**src/rtl/c_style_token_lexer_assert.svh**
```systemverilog
// Assertion macros for the C-style token lexer.
// Expects i_clk and i_rst_n in the scope of each use.
`ifndef C_STYLE_TOKEN_LEXER_ASSERT_SVH
`define C_STYLE_TOKEN_LEXER_ASSERT_SVH

// Same-cycle implication, disabled while reset is held.
`define CTL_ASSERT_IMPL(label, ante, cons, msg) \
    label: assert property (@(posedge i_clk) disable iff (!i_rst_n) (ante) |-> (cons)) \
        else $error(msg);

// Next-cycle implication, disabled while reset is held.
`define CTL_ASSERT_NEXT(label, ante, cons, msg) \
    label: assert property (@(posedge i_clk) disable iff (!i_rst_n) (ante) |=> (cons)) \
        else $error(msg);

`endif

```
**src/rtl/ctlex_pkg.sv**
```systemverilog
// Shared types, character codes and helper functions for the token lexer.
// No dependencies.
package ctlex_pkg;

    typedef enum logic [3:0] {
        M_IDLE   = 4'd0,
        M_WORD   = 4'd1,
        M_INT    = 4'd2,
        M_INTDOT = 4'd3,
        M_FRAC   = 4'd4,
        M_OPER   = 4'd5,
        M_SLASH  = 4'd6,
        M_LINE   = 4'd7,
        M_BLOCK  = 4'd8,
        M_BSTAR  = 4'd9,
        M_DOT    = 4'd10
    } t_mode;

    typedef enum logic [3:0] {
        TOK_KEY    = 4'd0,
        TOK_IDENT  = 4'd1,
        TOK_INT    = 4'd2,
        TOK_FLOAT  = 4'd3,
        TOK_OPER   = 4'd4,
        TOK_LBRACE = 4'd5,
        TOK_RBRACE = 4'd6,
        TOK_LPAREN = 4'd7,
        TOK_RPAREN = 4'd8,
        TOK_SEMI   = 4'd9
    } t_tok_type;

    typedef struct packed {
        logic [7:0] character;
        logic       end_of_source;
    } t_char_beat;

    typedef struct packed {
        t_tok_type   token_type;
        logic [15:0] token_start;
        logic [15:0] token_length;
        logic        last_of_item;
    } t_tok_beat;

    localparam logic [7:0] CH_NL     = 8'h0A;
    localparam logic [7:0] CH_LPAREN = 8'h28;
    localparam logic [7:0] CH_RPAREN = 8'h29;
    localparam logic [7:0] CH_STAR   = 8'h2A;
    localparam logic [7:0] CH_PLUS   = 8'h2B;
    localparam logic [7:0] CH_MINUS  = 8'h2D;
    localparam logic [7:0] CH_DOT    = 8'h2E;
    localparam logic [7:0] CH_SLASH  = 8'h2F;
    localparam logic [7:0] CH_SEMI   = 8'h3B;
    localparam logic [7:0] CH_LT     = 8'h3C;
    localparam logic [7:0] CH_EQ     = 8'h3D;
    localparam logic [7:0] CH_GT     = 8'h3E;
    localparam logic [7:0] CH_UNDER  = 8'h5F;
    localparam logic [7:0] CH_LBRACE = 8'h7B;
    localparam logic [7:0] CH_RBRACE = 8'h7D;

    localparam int NUM_KW = 6;
    localparam logic [47:0] KW_PACK [NUM_KW] = '{
        48'h0000_0069_6E74, 48'h0066_6C6F_6174, 48'h7374_7269_6E67,
        48'h0000_0000_6966, 48'h0077_6869_6C65, 48'h0070_7269_6E74
    };
    localparam logic [15:0] KW_LEN [NUM_KW] = '{
        16'd3, 16'd5, 16'd6, 16'd2, 16'd5, 16'd5
    };

    localparam logic [15:0] SIZE_SAT = 16'hFFFF;

    function automatic logic is_alpha(input logic [7:0] c);
        return (c >= 8'h61 && c <= 8'h7A) || (c >= 8'h41 && c <= 8'h5A);
    endfunction

    function automatic logic is_digit(input logic [7:0] c);
        return c >= 8'h30 && c <= 8'h39;
    endfunction

    function automatic logic is_op(input logic [7:0] c);
        return c == CH_PLUS || c == CH_MINUS || c == CH_STAR || c == CH_SLASH ||
               c == CH_EQ || c == CH_GT || c == CH_LT;
    endfunction

    function automatic logic is_bracket(input logic [7:0] c);
        return c == CH_LPAREN || c == CH_RPAREN || c == CH_LBRACE || c == CH_RBRACE;
    endfunction

    // Saturating add of a small step to a token length.
    function automatic logic [15:0] grow(input logic [15:0] s, input logic [1:0] k);
        logic [16:0] sum;
        sum = {1'b0, s} + 17'(k);
        return sum[16] ? SIZE_SAT : sum[15:0];
    endfunction

    // Keyword when the length and the trailing window both match one entry.
    function automatic t_tok_type word_type(input logic [15:0] size,
                                            input logic [47:0] window);
        logic hit;
        hit = 1'b0;
        for (int i = 0; i < NUM_KW; i++) begin
            if (size == KW_LEN[i] && window == KW_PACK[i]) begin
                hit = 1'b1;
            end
        end
        return hit ? TOK_KEY : TOK_IDENT;
    endfunction

endpackage

```
**src/rtl/c_style_token_lexer.sv**
```systemverilog
// Top level of the C-style token lexer: mode state machine and token queue.
// Depends on ctlex_pkg, ctlex_fifo and c_style_token_lexer_assert.svh.
`include "c_style_token_lexer_assert.svh"

// Lexes a byte stream into token beats (type, start position, length).
// One source byte is taken per clock: the mode update and token decision for a
// byte are done in the same cycle it is accepted, and the zero, one or two
// token beats it produces are written straight into a FIFO_DEPTH-entry output
// queue. The output side delivers one beat per clock, so the byte port holds
// ready low only while fewer than two queue entries are free; with a
// downstream that takes beats every cycle the block runs at one byte per
// clock, and a byte that both ends a token and is a one-character token
// gives two beats. The last beat caused by a byte carries last_of_item.
// A byte flagged end_of_source flushes any pending token, drops an open
// comment or a lone dot, and restarts positions at zero. Positions count
// modulo 2^POSITION_BITS and token_start carries the low 16 bits; lengths
// saturate at 65535. No clearing pass follows reset.
module c_style_token_lexer #(
    parameter int POSITION_BITS = 16,
    parameter int FIFO_DEPTH    = 4
) (
    input  logic                  i_clk,
    input  logic                  i_rst_n,
    input  logic                  i_char_valid,
    output logic                  o_char_ready,
    input  ctlex_pkg::t_char_beat i_char,
    output logic                  o_tok_valid,
    input  logic                  i_tok_ready,
    output ctlex_pkg::t_tok_beat  o_tok
);
    import ctlex_pkg::*;

    localparam int COUNT_W = $clog2(FIFO_DEPTH + 1);

    // Lexer state.
    t_mode                    r_mode,   n_mode;
    logic [15:0]              r_begin,  n_begin;
    logic [15:0]              r_size,   n_size;
    logic [POSITION_BITS-1:0] r_pos,    n_pos;
    logic [47:0]              r_window, n_window;

    logic        w_accept;
    logic [7:0]  w_c;
    logic        w_last;
    logic [31:0] w_pos_ext;
    logic [15:0] w_pos16;

    // Result of handling the byte in the current mode.
    logic        w_restart;
    t_mode       w_adv_mode;
    logic [15:0] w_adv_size;
    logic [47:0] w_adv_window;
    logic        w_adv_emit;
    t_tok_type   w_adv_type;
    logic [15:0] w_adv_len;

    // Result of handling the byte as a token start.
    t_mode       w_start_mode;
    logic        w_start_tok;
    logic        w_start_emit;
    t_tok_type   w_start_type;

    // State after the byte, before any end-of-source flush.
    t_mode       w_step_mode;
    logic [15:0] w_step_size;
    logic [15:0] w_step_begin;
    logic [47:0] w_step_window;

    logic        w_flush_emit;
    t_tok_type   w_flush_type;
    logic        w_se;

    t_tok_beat        w_adv_beat, w_start_beat, w_flush_beat;
    t_tok_beat        w_beat0, w_beat1;
    logic [1:0]       w_push_cnt;
    logic [COUNT_W-1:0] w_fifo_count;

    assign w_accept  = i_char_valid && o_char_ready;
    assign w_c       = i_char.character;
    assign w_last    = i_char.end_of_source;
    assign w_pos_ext = 32'(r_pos);
    assign w_pos16   = w_pos_ext[15:0];

    // Handle the byte in the current mode; flag it for a restart when it
    // ends the running token (or there is none).
    always_comb begin
        w_restart    = 1'b0;
        w_adv_mode   = r_mode;
        w_adv_size   = r_size;
        w_adv_window = r_window;
        w_adv_emit   = 1'b0;
        w_adv_type   = TOK_OPER;
        w_adv_len    = r_size;
        case (r_mode)
            M_WORD: begin
                if (is_alpha(w_c) || is_digit(w_c) || w_c == CH_UNDER) begin
                    w_adv_size   = grow(r_size, 2'd1);
                    w_adv_window = {r_window[39:0], w_c};
                end else begin
                    w_adv_emit = 1'b1;
                    w_adv_type = word_type(r_size, r_window);
                    w_restart  = 1'b1;
                end
            end
            M_INT: begin
                if (is_digit(w_c)) begin
                    w_adv_size = grow(r_size, 2'd1);
                end else if (w_c == CH_DOT) begin
                    w_adv_mode = M_INTDOT;
                end else begin
                    w_adv_emit = 1'b1;
                    w_adv_type = TOK_INT;
                    w_restart  = 1'b1;
                end
            end
            M_INTDOT: begin
                if (is_digit(w_c)) begin
                    w_adv_size = grow(r_size, 2'd2);
                    w_adv_mode = M_FRAC;
                end else begin
                    // drop the dot, emit the digits as an integer
                    w_adv_emit = 1'b1;
                    w_adv_type = TOK_INT;
                    w_restart  = 1'b1;
                end
            end
            M_FRAC: begin
                if (is_digit(w_c)) begin
                    w_adv_size = grow(r_size, 2'd1);
                end else begin
                    w_adv_emit = 1'b1;
                    w_adv_type = TOK_FLOAT;
                    w_restart  = 1'b1;
                end
            end
            M_DOT: begin
                if (is_digit(w_c)) begin
                    w_adv_size = 16'd2;
                    w_adv_mode = M_FRAC;
                end else begin
                    w_restart = 1'b1;
                end
            end
            M_SLASH, M_OPER: begin
                if (r_mode == M_SLASH && w_c == CH_SLASH) begin
                    w_adv_mode = M_LINE;
                end else if (r_mode == M_SLASH && w_c == CH_STAR) begin
                    w_adv_mode = M_BLOCK;
                end else begin
                    // a lone slash carries on as an operator run
                    w_adv_mode = M_OPER;
                    if (is_op(w_c)) begin
                        w_adv_size = grow(r_size, 2'd1);
                    end else if (is_bracket(w_c)) begin
                        // swallow one bracket into the run
                        w_adv_emit = 1'b1;
                        w_adv_len  = grow(r_size, 2'd1);
                        w_adv_mode = M_IDLE;
                    end else begin
                        w_adv_emit = 1'b1;
                        w_restart  = 1'b1;
                    end
                end
            end
            M_LINE: begin
                if (w_c == CH_NL) begin
                    w_adv_mode = M_IDLE;
                end
            end
            M_BLOCK: begin
                if (w_c == CH_STAR) begin
                    w_adv_mode = M_BSTAR;
                end
            end
            M_BSTAR: begin
                if (w_c == CH_SLASH) begin
                    w_adv_mode = M_IDLE;
                end else if (w_c != CH_STAR) begin
                    w_adv_mode = M_BLOCK;
                end
            end
            default: begin
                w_restart = 1'b1;
            end
        endcase
    end

    // Classify the byte as the first character of a token.
    always_comb begin
        w_start_mode = M_IDLE;
        w_start_tok  = 1'b0;
        w_start_emit = 1'b0;
        w_start_type = TOK_SEMI;
        if (is_alpha(w_c)) begin
            w_start_mode = M_WORD;
            w_start_tok  = 1'b1;
        end else if (is_digit(w_c)) begin
            w_start_mode = M_INT;
            w_start_tok  = 1'b1;
        end else if (w_c == CH_DOT) begin
            w_start_mode = M_DOT;
            w_start_tok  = 1'b1;
        end else if (w_c == CH_SLASH) begin
            w_start_mode = M_SLASH;
            w_start_tok  = 1'b1;
        end else if (is_op(w_c)) begin
            w_start_mode = M_OPER;
            w_start_tok  = 1'b1;
        end else if (w_c == CH_SEMI) begin
            w_start_emit = 1'b1;
            w_start_type = TOK_SEMI;
        end else if (w_c == CH_LPAREN) begin
            w_start_emit = 1'b1;
            w_start_type = TOK_LPAREN;
        end else if (w_c == CH_RPAREN) begin
            w_start_emit = 1'b1;
            w_start_type = TOK_RPAREN;
        end else if (w_c == CH_LBRACE) begin
            w_start_emit = 1'b1;
            w_start_type = TOK_LBRACE;
        end else if (w_c == CH_RBRACE) begin
            w_start_emit = 1'b1;
            w_start_type = TOK_RBRACE;
        end
    end

    assign w_se = w_restart && w_start_emit;

    // Next state: merge the mode step with a restart, then apply the flush.
    always_comb begin
        w_step_mode   = w_restart ? w_start_mode : w_adv_mode;
        w_step_size   = (w_restart && w_start_tok) ? 16'd1 : w_adv_size;
        w_step_begin  = (w_restart && w_start_tok) ? w_pos16 : r_begin;
        w_step_window = (w_restart && is_alpha(w_c)) ? {40'd0, w_c} : w_adv_window;

        n_mode   = w_last ? M_IDLE : w_step_mode;
        n_size   = w_last ? 16'd0 : w_step_size;
        n_begin  = w_step_begin;
        n_window = w_step_window;
        n_pos    = w_last ? '0 : r_pos + POSITION_BITS'(1);
    end

    // Outputs: up to two token beats, in the order the model gives them.
    always_comb begin
        w_flush_emit = 1'b0;
        w_flush_type = TOK_OPER;
        case (w_step_mode)
            M_WORD: begin
                w_flush_emit = w_last;
                w_flush_type = word_type(w_step_size, w_step_window);
            end
            M_INT, M_INTDOT: begin
                w_flush_emit = w_last;
                w_flush_type = TOK_INT;
            end
            M_FRAC: begin
                w_flush_emit = w_last;
                w_flush_type = TOK_FLOAT;
            end
            M_OPER, M_SLASH: begin
                w_flush_emit = w_last;
                w_flush_type = TOK_OPER;
            end
            default: begin
                w_flush_emit = 1'b0;
            end
        endcase

        w_adv_beat   = '{token_type: w_adv_type, token_start: r_begin,
                         token_length: w_adv_len, last_of_item: 1'b0};
        w_start_beat = '{token_type: w_start_type, token_start: w_pos16,
                         token_length: 16'd1, last_of_item: 1'b0};
        w_flush_beat = '{token_type: w_flush_type, token_start: w_step_begin,
                         token_length: w_step_size, last_of_item: 1'b0};

        w_push_cnt = 2'(w_adv_emit) + 2'(w_se) + 2'(w_flush_emit);
        if (w_adv_emit) begin
            w_beat0 = w_adv_beat;
        end else if (w_se) begin
            w_beat0 = w_start_beat;
        end else begin
            w_beat0 = w_flush_beat;
        end
        if (w_adv_emit && w_se) begin
            w_beat1 = w_start_beat;
        end else begin
            w_beat1 = w_flush_beat;
        end
        w_beat0.last_of_item = (w_push_cnt == 2'd1);
        w_beat1.last_of_item = 1'b1;
        if (!w_accept) begin
            w_push_cnt = 2'd0;
        end
    end

    // Advance the lexer state only on an accepted byte.
    always_ff @(posedge i_clk) begin
        if (!i_rst_n) begin
            r_mode   <= M_IDLE;
            r_begin  <= '0;
            r_size   <= '0;
            r_pos    <= '0;
            r_window <= '0;
        end else if (w_accept) begin
            r_mode   <= n_mode;
            r_begin  <= n_begin;
            r_size   <= n_size;
            r_pos    <= n_pos;
            r_window <= n_window;
        end
    end

    // Hold the byte port while the queue cannot take a worst-case pair.
    assign o_char_ready = w_fifo_count <= COUNT_W'(FIFO_DEPTH - 2);

    ctlex_fifo #(
        .WIDTH ($bits(t_tok_beat)),
        .DEPTH (FIFO_DEPTH)
    ) u_queue (
        .i_clk      (i_clk),
        .i_rst_n    (i_rst_n),
        .i_push_cnt (w_push_cnt),
        .i_data0    (w_beat0),
        .i_data1    (w_beat1),
        .o_valid    (o_tok_valid),
        .i_ready    (i_tok_ready),
        .o_data     (o_tok),
        .o_count    (w_fifo_count)
    );

    `CTL_ASSERT_IMPL(a_queue_bound, 1'b1, w_fifo_count <= COUNT_W'(FIFO_DEPTH), "token queue overflow")
    `CTL_ASSERT_IMPL(a_len_nonzero, o_tok_valid, o_tok.token_length != 16'd0, "zero-length token beat")
    `CTL_ASSERT_NEXT(a_end_restart, w_accept && w_last, r_mode == M_IDLE && r_pos == '0, "end of source did not restart lexer")

endmodule

```
**src/rtl/ctlex_fifo.sv**
```systemverilog
// Small token queue: takes up to two beats per cycle, gives one per ready cycle.
// Depends on nothing but its parameters; DEPTH must be a power of two.
module ctlex_fifo #(
    parameter int WIDTH = 37,
    parameter int DEPTH = 4
) (
    input  logic                       i_clk,
    input  logic                       i_rst_n,
    input  logic [1:0]                 i_push_cnt,
    input  logic [WIDTH-1:0]           i_data0,
    input  logic [WIDTH-1:0]           i_data1,
    output logic                       o_valid,
    input  logic                       i_ready,
    output logic [WIDTH-1:0]           o_data,
    output logic [$clog2(DEPTH+1)-1:0] o_count
);
    localparam int PTR_W = $clog2(DEPTH);
    localparam int CNT_W = $clog2(DEPTH + 1);

    logic [WIDTH-1:0] r_mem [DEPTH];
    logic [PTR_W-1:0] r_wr_ptr, n_wr_ptr;
    logic [PTR_W-1:0] r_rd_ptr, n_rd_ptr;
    logic [CNT_W-1:0] r_count, n_count;
    logic             w_pop;
    logic [PTR_W-1:0] w_wr_ptr1;

    assign o_valid   = r_count != '0;
    assign o_data    = r_mem[r_rd_ptr];
    assign o_count   = r_count;
    assign w_pop     = o_valid && i_ready;
    assign w_wr_ptr1 = r_wr_ptr + PTR_W'(1);

    always_comb begin
        n_wr_ptr = r_wr_ptr + PTR_W'(i_push_cnt);
        n_rd_ptr = r_rd_ptr + PTR_W'(w_pop);
        n_count  = r_count + CNT_W'(i_push_cnt) - CNT_W'(w_pop);
    end

    always_ff @(posedge i_clk) begin
        if (!i_rst_n) begin
            r_wr_ptr <= '0;
            r_rd_ptr <= '0;
            r_count  <= '0;
        end else begin
            r_wr_ptr <= n_wr_ptr;
            r_rd_ptr <= n_rd_ptr;
            r_count  <= n_count;
        end
    end

    always_ff @(posedge i_clk) begin
        if (i_push_cnt != 2'd0) begin
            r_mem[r_wr_ptr] <= i_data0;
        end
        if (i_push_cnt == 2'd2) begin
            r_mem[w_wr_ptr1] <= i_data1;
        end
    end

endmodule

```
**config.mk**
```make
export PLATFORM = sky130hd
export DESIGN_NAME = c_style_token_lexer
export DESIGN_NICKNAME = d
export VERILOG_FILES = /design/src/rtl/ctlex_pkg.sv /design/src/rtl/c_style_token_lexer.sv /design/src/rtl/ctlex_fifo.sv
export VERILOG_INCLUDE_DIRS = /design/src /design/src/rtl
export SDC_FILE = /design/constraint.sdc
export NUM_CORES = 1
export LEC_CHECK = 0
export ABC_CLOCK_PERIOD_IN_PS = 9100
export BUFFER_PORTS_ARGS = -buffer_cell sky130_fd_sc_hd__buf_2
export CAP_MARGIN = 10
export CORE_MARGIN = 2
export CORE_UTILIZATION = 55
export CTS_CLUSTER_SIZE = 24
export DETAILED_ROUTE_END_ITERATION = 6
export GPL_TIMING_DRIVEN = 0
export MAX_ROUTING_LAYER = met4
export PLACE_DENSITY = 0.72
export REMOVE_ABC_BUFFERS = 1
export SYNTH_ARGS = -nofsm -noshare
export SYNTH_HDL_FRONTEND = slang
export SYNTH_SLANG_ARGS = --single-unit
```
**constraint.sdc**
```tcl
create_clock -name i_clk -period 9.1 [get_ports i_clk]
set_input_delay 1.82 -clock i_clk [delete_from_list [all_inputs] [get_ports i_clk]]
set_output_delay 1.82 -clock i_clk [all_outputs]
set_load 0.005 [all_outputs]
```
-- Yosys cells after proc, flatten, opt, wreduce, memory -nomap -nowiden
Memories as Yosys holds them, arrays and structs flattened. A register that Yosys moved wholly into a read port is not among the register bits.
Index checks and enable logic that the tools add are counted.
- register bits after elaboration: 107
- latch bits: 0
- memory bits (writable): 148
- ROM bits: 0
- bits of input ports: 13
- memories: 1
- memories (memory ; words ; width ; rd ports ; clocked after Yosys merged registers in ; write ports ; RTL line ; source):
    u_queue.r_mem ; 4 ; 37 ; 1 ; 1 ; 2 ; ctlex_fifo.sv:20 ; logic [WIDTH-1:0] r_mem [DEPTH];
- add/sub/neg operators: 10
- $mul: 0
- divide/modulo/power cells: 0
- $lt $le $gt $ge: 7
- equality and inequality tests: 54
- shift operators: 0
- muxes and demuxes: 113
- bitwise logic cells: 0
- reduce and logical (&&, ||, !) cells: 45
- operators with widths (kind ; number):
    48-bit by 39-bit == test with 1-bit output (second input constant) ; 6
    16-bit two-way mux ; 18
    48-bit two-way mux ; 3
    37-bit two-way mux ; 3
    48-bit by 15-bit == test with 1-bit output (second input constant) ; 2
    48-bit by 23-bit == test with 1-bit output (second input constant) ; 2
    48-bit by 47-bit == test with 1-bit output (second input constant) ; 2
    4-bit two-way mux ; 24
    8-bit by 6-bit == test with 1-bit output (second input constant) ; 11
    16-bit one-hot mux with 5 select lines ; 1
    16-bit by 2-bit == test with 1-bit output (second input constant) ; 4
    16-bit by 3-bit == test with 1-bit output (second input constant) ; 4
    1-bit two-way mux ; 48
    4-bit by 3-bit == test with 1-bit output (second input constant) ; 7
    3-bit two-way mux ; 9
    8-bit by 7-bit == test with 1-bit output (second input constant) ; 3
    4-bit one-hot mux with 6 select lines ; 1
    1-bit logical AND ; 23
    16-bit by 1-bit adder with 17-bit output (second input constant) ; 1
    16-bit by 2-bit adder with 17-bit output (second input constant) ; 1
    16-bit by 1-bit adder with 16-bit output (second input constant) ; 1
    4-bit by 2-bit == test with 1-bit output (second input constant) ; 4
    8-bit by 7-bit greater-or-equal comparator with 1-bit output (second input constant) ; 2
    8-bit by 7-bit <= comparator with 1-bit output (second input constant) ; 2
    other kinds (26) ; 47

-- Longest topological paths before layout
Gate-level depths: netlist (run 1).
- depth in word-level cells: 27
- mapped depth: 23

-- Modules after synthesis
Synthesis (run 1) repeated with hierarchy kept, for this count alone.
- cell total of the unflattened synthesis: 1463
- area, all modules: 15788.9 um^2
- modules (own cells, without submodules) (module ; instances ; cells each ; area an instance (um^2) ; sequential area each (um^2)):
    c_style_token_lexer ; 1 ; 1061 ; 7978.9 ; 2001.9
    ctlex_fifo ; 1 ; 402 ; 7810.0 ; 4584.4

-- Worst setup path after synthesis (run 1)
Ideal clock, no wire load.
- kind: input to register
- start point: in i_char[7] (netlist name)
- end point: mem u_queue.r_mem[3][10], enable pin
- setup time: 0.395 ns
- arrival time: 6.173 ns
- required time: 8.705 ns
- slack: 2.532 ns
- stages on the path: 18
- cell sequence: buf_6 or4b_4 o22ai_2 and2_2 nor2_1 a211oi_4 clkbuf_1 nand3_1 o21ai_0 nor2_1 o211ai_1 fa_1 nor2_1 inv_1 nand2_1 nand3_1 clkbuf_1 nand2_1
- RTL lines (element ; RTL line ; source):
    from (decl) ; c_style_token_lexer.sv:26 ; input ctlex_pkg::t_char_beat i_char,
    to (decl) ; ctlex_fifo.sv:20 ;

==> results of run 1 <==
## cells by family after synthesis
kind of cell,count (synthesis),synth area share
fa+ha+maj,12,0.01120
buf+inv,160,0.04198
xor+xnor,27,0.01603
simple gates,579,0.2060
flops,255,0.4437
compound gates,441,0.2143
mux,52,0.06675
## area by class of cell
class	instances	area, sq um
clock buffers	34	701.9
clock inverters	16	151.4
fillers	2165	10130
inverters	21	78.83
multi-input cells	1111	7667
flip-flops and latches	255	6551
well taps	335	419.2
repair buffers	65	505.5
## sequential cells by signal, indices dropped and copies added, names as in the netlist
register,flops
r_size,16
r_begin,16
u_queue.r_mem,148
u_queue.o_count,3
r_window,48
u_queue.r_rd_ptr,2
u_queue.r_wr_ptr,2
r_mode,4
r_pos,16
## power groups by stage
stage | sequential [mW] | combinational [mW] | clock, mW
final | 1.33 | 0.506 | 1.08
after CTS | 1.33 | 0.493 | 1.08
after floorplan | 1.33 | 0.308 | 0
after global placement | 1.36 | 0.470 | 0
after detailed placement | 1.35 | 0.492 | 0
after global routing | 1.34 | 0.540 | 1.13
## worst max-delay path, cell delays in order
cell and delay, ns:
buf_2 0.25, and4bb_2 0.32, nand4_1 0.30, nand3_1 0.23
nor2_1 0.40, a211oi_4 0.24, a21oi_1 0.87, inv_1 0.24
fa_1 0.46, nor2_1 0.56, inv_1 0.21, nand2_1 0.19
nand3_1 0.91, o22ai_2 1.23, a22o_1 0.28
## path summary, 6_finish.rpt
path | startpoint | end | slack [ns]
max | i_char[5] | u_queue.r_mem[3][19]$_DFFE_PP_ | 0.97
min | u_queue.r_mem[3][0]$_SDFFE_PP1P_ | u_queue.r_mem[3][0]$_SDFFE_PP1P_ | 0.48
max reg2reg | r_mode[0]$_SDFFE_PN0P_ | u_queue.r_mem[3][19]$_DFFE_PP_ | 1.66
min reg2reg | u_queue.r_mem[3][0]$_SDFFE_PP1P_ | u_queue.r_mem[3][0]$_SDFFE_PP1P_ | 0.48
## routing by layer
| metal | vias to the layer above | routed length, microns | global-route usage |
|---|---|---|---|
| met2 | 619 | 18870 | 0.4533 |
| met3 | 73 | 3928 | 0.05454 |
| met1 | 5987 | 18620 | 0.4313 |
| li1 | 5756 | - | - |
| met4 | 0 | 1073 | 0.09754 |
| met5 | - | 0 | - |
## cells in the final DEF (no fill, tap or decap), types with 27 or more instances in the layout
cell type,count
nand2_1,131
nor3_1,30
edfxtp_1,144
buf_2,51
mux4_2,37
o22ai_1,82
a21oi_1,56
nand3_1,47
nand4_1,29
nor2_1,109
dfxtp_1,109
clkbuf_16,27
nor2b_1,86
o21ai_0,45
a22oi_1,63
a22o_1,66
## per-stage QoR
step | power [mW] | cell area, sq um
2_1_floorplan | 1.641 | 14210
3_3_place_gp | 1.831 | 14890
3_5_place_dp | 1.845 | 15170
4_1_cts | 2.904 | 16020
5_1_grt | 3.012 | 16080
6_report | 2.909 | 16080
## synthesized netlist by cell type (all sizes together) (29+ instances only)
cell type	count	area, sq um
edfxtp	144	4324
nand2	137	516.8
clkbuf	118	444.2
dfxtp	111	2222
nor2	111	416.7
o22ai	91	575.6
nor2b	87	544.3
a22o	66	578.1
a22oi	63	473.0
a21oi	57	289.0
o21ai	48	244.0
nand3	47	235.2
mux4	37	833.3
nor3	31	155.2
nand4	29	181.4
==> qor.csv, run 1 <==
metric,value,unit
status,"finished, final reports clean",
Crit path arrival time,8.54,ns
Inserted Clock Buffers,27,
cts repair resizes,0,
post-DP HPWL,27900,microns
clock share of power,0.370,
Initial Util,0.5630,
vias in the first global route,11620,
max-cap violation count,0,
Fin Hold WS,0.4757,ns
die width,167.8,microns
std cell rows,59,
"non-filler cells, final",1837,
Switching Power,0.8016,mW
Setup TNS Final,0,ns
Required @ worst endpoint,9.52,ns
synth warn,0,
final worst-path cycle share,0.8930,
IO Pins,52,
worst min path class,register to register,
# hold bufs at CTS,0,
share of cells above drive strength 1,0.1252,
Max VDD drop,133.7,uV
Clock Latency Late Sink,0.55,ns
power density over the cells,180.9,nW/um^2
initial antenna violation count,0,
dpl ws,0.7299,ns
Vias/cell,6.769,
post-route DRC violation count,0,
routed wire length,42490,microns
Crit Path Category,input port to register,
sequential fraction of the synthesis area,0.4437,
crit path launch type,input port,
Period minus WS final,8.126,ns
H-tree depth,1,
setup ws final,0.9741,ns
die height,167.8,microns
GR Overflow Total,0,
"Top FF cell, synth",edfxtp_1,
setup violators final,0,
"Avg Cell Area, Syn",9.668,sq um
# Post-CTS Setup Buffers,0,
Sw Ratio,0.2756,
Clock Path Buffers,3,
Tightest Pin Transition,1.307,ns
largest net degree at the start of global routing,54,
routed len/inst,23.13,microns
RSZ-0062 raised after global routing,no,
"CTS clk-pin slew, worst paths",0.06,ns
utilization after layout,0.6134,
antenna violation net count after detailed routing,0,
maximum clock rate,123.1,MHz
#FFs+latches synth,255,
Core Box Area,26210,sq um
gr usage total,0.3064,
final hold violations,0,
Internal,2.107,mW
Yosys cell types,87,
area added between synthesis and finish,8.964,%
Sequential Power Share,0.456,
R2R cell count,14,
Hold Path Depth,1,
number of synthesized flops with an enable pin,144,
Leak,5.075,nW
diode count,0,
first-pass detailed-route iteration total,6,
global-route wire length before repair,66470,microns
CTS tree,done,
CTS Sinks,255,
Inst Count DP,1784,
fin. max-slew vios,0,
CP max FO,23,
fin nets,1506,
gp weighted congestion,0.9890,
Critical Path Sink Type,register,
worst relative slew slack,0.1263,
Synth Cell Area,14750,sq um
Mapped Cells,1526,
skew final,0.01067,ns
PortBufs,51,
clk root buf,clkbuf_16,
via count,12440,
Comb pwr share,0.174,
initial detailed-routing violation count,1355,
Die ar.,28150,sq um
Async SR Flop Fraction,0,
Note: power is estimated with default switching activity, not from simulation.
==> inputs of run 2 (changes only) <==
--- a/config.mk
+++ b/config.mk
@@ -6,16 +6,19 @@
 export SDC_FILE = /design/constraint.sdc
 export NUM_CORES = 1
 export LEC_CHECK = 0
+export ABC_AREA = 1
 export ABC_CLOCK_PERIOD_IN_PS = 9100
 export BUFFER_PORTS_ARGS = -buffer_cell sky130_fd_sc_hd__buf_2
 export CAP_MARGIN = 10
+export CELL_PAD_IN_SITES_DETAIL_PLACEMENT = 1
+export CELL_PAD_IN_SITES_GLOBAL_PLACEMENT = 2
 export CORE_MARGIN = 2
-export CORE_UTILIZATION = 55
+export CORE_UTILIZATION = 40
 export CTS_CLUSTER_SIZE = 24
 export DETAILED_ROUTE_END_ITERATION = 6
 export GPL_TIMING_DRIVEN = 0
 export MAX_ROUTING_LAYER = met4
-export PLACE_DENSITY = 0.72
+export PLACE_DENSITY_LB_ADDON = 0.1
 export REMOVE_ABC_BUFFERS = 1
 export SYNTH_ARGS = -nofsm -noshare
 export SYNTH_HDL_FRONTEND = slang
==> run 2 against run 1 <==
  * Cell area rose by 10%
  * Sequential cell count did not move
  * Die area rose by 46%
  * Critical path depth rose by 3
  * Worst hold slack improved by 0.0064 ns
  * Largest cell class unchanged
  * Combinational power rose by 140%
  * Register-to-register slack got worse by 0.19 ns
  * First-iteration DRC count fell by 11%
  * Area after synthesis rose by 7.3%
==> qor.csv, run 2 <==
metric,value,unit,change
status,"finished, final reports clean",,
Fin Hold WS,0.4820,ns,+0.006361 ns
IO Pins,52,,unchanged
most frequent cells in the layout,"nand2_1, o21ai_0, nor2_1",,
# hold bufs at CTS,0,,unchanged
Crit path arrival time,8.42,ns,-0.12 ns
hold path start,r_pos[10]$_SDFFE_PN0P_,,
Core Box Area,38830,sq um,+48%
gp weighted congestion,0.9179,,-7.2%
worst min path class,register to register,,
Largest register FFs,148,,unchanged
area added between synthesis and finish,11.78,%,
Critical Path Sink Type,register,,
Synth Cell Area,15830,sq um,+7.3%
CTS tree,done,,
antenna violation net count after detailed routing,0,,unchanged
dpl ws,0.5898,ns,-0.1401 ns
routed wire length,61680,microns,+45%
final worst-path cycle share,0.8964,,+0.003413
Clock Latency Late Sink,0.58,ns,+0.03 ns
post-route DRC violation count,0,,unchanged
Vias/cell,5.914,,-13%
std cell rows,72,,+22%
GR Overflow Total,0,,unchanged
"CTS clk-pin slew, worst paths",0.06,ns,about the same
top cell type's share of synthesized area,0.2732,,-0.01995
post-DP HPWL,41990,microns,+51%
synth top area cells,"edfxtp_1, dfxtp_1, nand2_1",,
Initial Util,0.4077,,-0.1552
worst setup path startpoint,i_char[1],,
biggest regs,"u_queue.r_mem x148, r_window x48",,
# Post-CTS Setup Buffers,0,,unchanged
reg-to-reg startpoint,r_mode[2]$_SDFFE_PN0P_,,
Async SR Flop Fraction,0,,unchanged
maximum clock rate,122.6,MHz,-0.38%
#FFs+latches synth,255,,unchanged
routed len/inst,22.66,microns,-2.0%
CTS Sinks,255,,unchanged
share of cells above drive strength 1,0.07940,,-0.04577
worst relative slew slack,0.1254,,-0.0008870
first-pass detailed-route iteration total,5,,-1
Clock Path Buffers,3,,unchanged
Post-DP Area,16680,sq um,+10%
Inserted Clock Buffers,30,,+11%
setup violators final,0,,unchanged
setup ws final,0.9431,ns,-0.03106 ns
final hold violations,0,,unchanged
crit path launch type,input port,,
Reg with most FFs,u_queue.r_mem,,
"count leader, synth",nand2_1,,
die width,202.9,microns,+21%
skew final,0.009817,ns,-0.0008509 ns
fin nets,2205,,+46%
Yosys cell types,52,,-40%
Die ar.,41180,sq um,+46%
initial antenna violation count,0,,unchanged
Required @ worst endpoint,9.37,ns,-0.15 ns
PortBufs,51,,unchanged
via count,16100,,+29%
diode count,0,,unchanged
Max VDD drop,146.5,uV,+9.5%
Period minus WS final,8.157,ns,+0.03106 ns
WL met1,26470,microns,+42%
largest net degree at the start of global routing,77,,+43%
RSZ-0062 raised after global routing,no,,
max layer used,met4,,
Leak,6.539,nW,+29%
"top cells by count, synth","nand2_1, nor2_1, o21ai_0, inv_1, o22ai_1",,
cts repair resizes,0,,unchanged
Power Total,3.924,mW,+35%
gr usage total,0.3074,,+0.0009522
Mapped Cells,2205,,+44%
clk root buf,clkbuf_16,,
number of synthesized flops with an enable pin,144,,unchanged
Finished Cell Area,17690,sq um,+10%
multi-input logic area,7863,sq um,+2.5%
WL met3,3451,microns,-12%
max-cap violation count,0,,unchanged
# fillers,4913,,+130%
Synth area leader,edfxtp_1,,
sequential fraction of the synthesis area,0.4135,,-0.03020
Hold Path Depth,2,,+1
initial detailed-routing violation count,1202,,-11%
global-route wire length before repair,95800,microns,+44%
"Avg Cell Area, Syn",7.179,sq um,-26%
"most common cell after layout, fill and taps aside",nand2_1,,
die height,202.9,microns,+21%
Crit Path Category,input port to register,,
power density over the cells,221.7,nW/um^2,+23%
H-tree depth,1,,unchanged
synth warn,0,,unchanged
fin. max-slew vios,0,,unchanged
"Top FF cell, synth",edfxtp_1,,
Tightest Pin Transition,1.300,ns,-0.006994 ns
R2R cell count,15,,+1
vias in the first global route,16800,,+45%
CP max FO,45,,+96%
sequential cell area,6551,sq um,unchanged
Met2 Wirelength,29380,microns,+56%
==> run 2: cell type report <==
cell class                 count  share of cell area
inverter                     244             0.05211
clock inverter                20             0.01365
multi-input combinational   1578              0.4443
tap                          518             0.03663
timing repair buffer          71             0.03932
sequential                   255              0.3702
clock buffer                  36             0.04370
==> run 2: cell families (layout without fill, tap and decap cells) <==
group                      Yosys count  count (layout)  synth area share
adders and majority gates           12              12           0.01043
buffers and inverters              372             371           0.09232
and+or+nand+nor                    903             903            0.2434
xor gates and xnor gates            12              12          0.006640
DFF                                255             255            0.4135
AOI/OAI and AO/OA                  651             651            0.2336
==> run 2: where the power goes <==
group | leakage (nW) | internal [mW] | switching [mW] | total [mW]
clock | 0.493 | 0.747 | 0.517 | 1.26
sequential | 2.14 | 1.32 | 0.131 | 1.45
combinational | 3.91 | 0.385 | 0.825 | 1.21
total | 6.54 | 2.45 | 1.47 | 3.92
==> run 2: worst paths after layout <==
path,endpoint,slack (ns)
setup / recovery,u_queue.r_mem[0][5]$_DFFE_PP_,0.94
hold / removal,r_pos[11]$_SDFFE_PN0P_,0.48
setup reg to reg,u_queue.r_mem[0][5]$_DFFE_PP_,1.47
hold reg to reg,r_pos[11]$_SDFFE_PN0P_,0.48
==> run 2: critical path, stage by stage <==
cell and delay, ns:
buf_2 0.12, inv_1 0.14, nor2_2 0.07, nand2_2 0.09
nand3_2 0.07, nand2_2 0.39, nand4_2 0.42, nand4_1 0.72
clkinv_2 0.87, fa_1 0.67, nor2_1 0.35, inv_1 0.19
nor2_1 0.46, inv_1 0.08, nor2_1 0.21, clkinv_2 0.68
nand2_2 0.68, buf_12 0.28
==> run 2: metrics by stage <==
step	TNS, ns	utilization	cells
detailed placement	0	0.4296	2666
CTS	0	0.4557	2722
global placement	-274.78	0.4169	2646
finish	0	0.4557	2722
floorplan	0	-	2077
global route	0	0.4557	2722
==> run 2: routing by layer <==
layer / vias to the layer above / global-route usage
met1: 7857 / 0.3812
met4: 0 / 0.1217
met2: 474 / 0.5105
met5: - / -
li1: 7616 / -
met3: 152 / 0.03836
==> inputs of run 3 (changes only) <==
--- a/config.mk
+++ b/config.mk
@@ -19,7 +19,6 @@
 export GPL_TIMING_DRIVEN = 0
 export MAX_ROUTING_LAYER = met4
 export PLACE_DENSITY_LB_ADDON = 0.1
-export REMOVE_ABC_BUFFERS = 1
 export SYNTH_ARGS = -nofsm -noshare
 export SYNTH_HDL_FRONTEND = slang
 export SYNTH_SLANG_ARGS = --single-unit
==> run 3 against run 2 <==
  * Sequential share of layout area fell by 0.24 points
  * First-iteration DRC count is 19% higher
  * Sequential power shrank 3%
  * Total power grew 0.51%
  * Clock-buffer cell count rose by 4
  * Critical path depth grew 5
  * Clock power is 3% lower
  * Final cell count increased by 4.1%
  * Worst hold slack improved by 0.0038 ns
  * Worst setup slack improved by 1.2 ns
  * Highest routed layer unchanged
  * Combinational power grew 9%
==> qor.csv, run 3 (synthesized netlist as in run 2, its figures left out) <==
metric,value,unit,change
Inserted Clock Buffers,30,,unchanged
routed wire length,65840,microns,+6.7%
Clock Latency Late Sink,0.59,ns,about the same
crit path launch type,input port,,
crit path max-delay cell type,nand2_2,,
Critical Path Max Stage Delay,0.63,ns,-0.24 ns
CTS tree,done,,
gr usage total,0.3290,,+0.02159
post-DP HPWL,49040,microns,+17%
final hold violations,0,,unchanged
Vias/cell,5.948,,+0.57%
via count,16850,,+4.7%
Core Box Area,38830,sq um,unchanged
Post-DP Area,16830,sq um,+0.88%
post-route DRC violation count,0,,unchanged
cts repair resizes,0,,unchanged
crit-path cells,buf_2 -> inv_1 -> nor2_2 -> nand2_2 -> nand3_2 -> nand2_2 -> buf_6 -> nand4_2 -> nand3_4 -> inv_1 -> o21ai_0 -> nand2_1 -> o21ai_0 -> nand2_1 -> fa_1 -> nor2_1 -> inv_1 -> nor2_1 -> inv_1 -> nor2_1 -> clkinv_1 -> nand2_2 -> buf_16,,
CTS Sinks,255,,unchanged
global-route wire length before repair,102000,microns,+6.5%
clk root buf,clkbuf_16,,
diode count,0,,unchanged
die height,202.9,microns,unchanged
initial antenna violation count,0,,unchanged
CP max FO,20,,-56%
GR Overflow Total,0,,unchanged
initial detailed-routing violation count,1434,,+19%
Critical Path Sink Type,register,,
Setup TNS Final,0,ns,unchanged
Worst Path Buf+Inv,8,,+1
first-pass detailed-route iteration total,5,,unchanged
PortBufs,50,,-2.0%
Synthesized Nets,2230,,
max-cap violation count,0,,unchanged
Clock Path Buffers,3,,unchanged
# hold bufs at CTS,0,,unchanged
status,"finished, final reports clean",,
share of cells above drive strength 1,0.06998,,-0.009423
fin. max-slew vios,0,,unchanged
"non-filler cells, final",2833,,+4.1%
utilization after layout,0.4584,,+0.002675
Finished Cell Area,17800,sq um,+0.59%
Fin Hold WS,0.4858,ns,+0.003832 ns
"most common cell after layout, fill and taps aside",nand2_1,,
setup ws final,2.173,ns,+1.230 ns
Largest register FFs,148,,unchanged
# Post-CTS Setup Buffers,0,,unchanged
Initial Util,0.4077,,unchanged
skew final,0.01652,ns,+0.006706 ns
Period minus WS final,6.927,ns,-1.230 ns
CP most frequent cell,inv_1,,
dpl ws,1.728,ns,+1.138 ns
die width,202.9,microns,unchanged
IO Pins,52,,unchanged
Die ar.,41180,sq um,unchanged
RSZ-0062 raised after global routing,no,,
area added between synthesis and finish,12.43,%,
power density over the cells,221.6,nW/um^2,about the same
Power Total,3.944,mW,+0.51%
H-tree depth,1,,unchanged
final worst-path cycle share,0.7612,,-0.1351
worst min path class,register to register,,
worst relative slew slack,0.08541,,-0.04004
most frequent cells in the layout,"nand2_1, nor2_1, o21ai_0",,
largest net degree at the start of global routing,25,,-68%
gp weighted congestion,0.9795,,+6.7%
"CTS clk-pin slew, worst paths",0.06,ns,about the same
setup violators final,0,,unchanged
Leak,6.561,nW,+0.35%
routed len/inst,23.24,microns,+2.6%
Max VDD drop,141.2,uV,-3.6%
"delay-heaviest family, CP",simple AND/OR/NAND/NOR gates,,
Tightest Pin Transition,1.358,ns,+0.05770 ns
Required @ worst endpoint,9.38,ns,about the same
# fillers,5018,,+2.1%
std cell rows,72,,unchanged
Crit path arrival time,7.21,ns,-1.21 ns
Inst Count DP,2777,,+4.2%
Reg with most FFs,u_queue.r_mem,,
fin nets,2316,,+5.0%
antenna violation net count after detailed routing,0,,unchanged
vias in the first global route,17120,,+1.9%
maximum clock rate,144.4,MHz,+18%
biggest regs,"u_queue.r_mem x148, r_window x48",,
Crit Path Category,input port to register,,
run 3: changes by cell type in the layout (fill, tap and decap cells not counted), moves of 3 or more:
cell,before,now
buf_1,0,6
buf_12,10,3
buf_16,8,1
buf_2,52,69
buf_4,0,3
buf_6,0,4
clkbuf_1,6,104
clkinv_1,5,9
clkinv_2,9,6
inv_1,231,235
inv_2,8,5
nand2_1,406,415
nand2_2,21,13
run 3: where the power goes:
| part | switching, mW | leakage [nW] | internal [mW] |
|---|---|---|---|
| Combinational | 0.934 | 3.94 | 0.385 |
| Sequential | 0.0867 | 2.14 | 1.32 |
| Clock | 0.514 | 0.479 | 0.707 |
| Total | 1.53 | 6.56 | 2.41 |
run 3: worst paths after layout:
kind         slack [ns]                        endpoint  cells after the start                 startpoint
max                2.17  u_queue.r_mem[0][27]$_DFFE_PP_                     23                  i_char[1]
min                0.49       r_window[42]$_SDFFE_PN0P_                      2  r_window[42]$_SDFFE_PN0P_
min reg2reg        0.49       r_window[42]$_SDFFE_PN0P_                      2  r_window[42]$_SDFFE_PN0P_
max reg2reg        3.01  u_queue.r_mem[0][27]$_DFFE_PP_                     19     r_mode[3]$_SDFFE_PN0P_
run 3: cell type report:
cell class              count  area, sq um  share of cell area
multi-input cells        1578         7833              0.4401
repair buffers             54        337.8             0.01898
clock inverters            16        163.9            0.009209
inverters                 244        915.9             0.05146
clock buffers              40        808.3             0.04541
well taps                 518        648.1             0.03641
plain buffers             128        545.5             0.03065
flip-flops and latches    255         6546              0.3678
run 3: worst reg2reg max path, cell delays in order (launching register included):
cell      delay (ns)
dfxtp_1         0.37
nor2_1          0.20
inv_1           0.10
nor2_2          0.40
nand4_2         0.41
nand3_4         0.32
inv_1           0.14
o21ai_0         0.31
nand2_1         0.13
o21ai_0         0.32
nand2_1         0.13
fa_1            0.40
nor2_1          0.39
inv_1           0.25
nor2_1          0.40
inv_1           0.08
nor2_1          0.16
clkinv_1        0.39
nand2_2         0.64
buf_16          0.26
run 3: per-layer routing:
| layer | GRT usage | part of all wire |
|---|---|---|
| met2 | 0.5369 | 0.47 |
| met3 | 0.02648 | 0.052 |
| met5 | - | 0 |
| met1 | 0.4387 | 0.45 |
| met4 | 0.09515 | 0.028 |
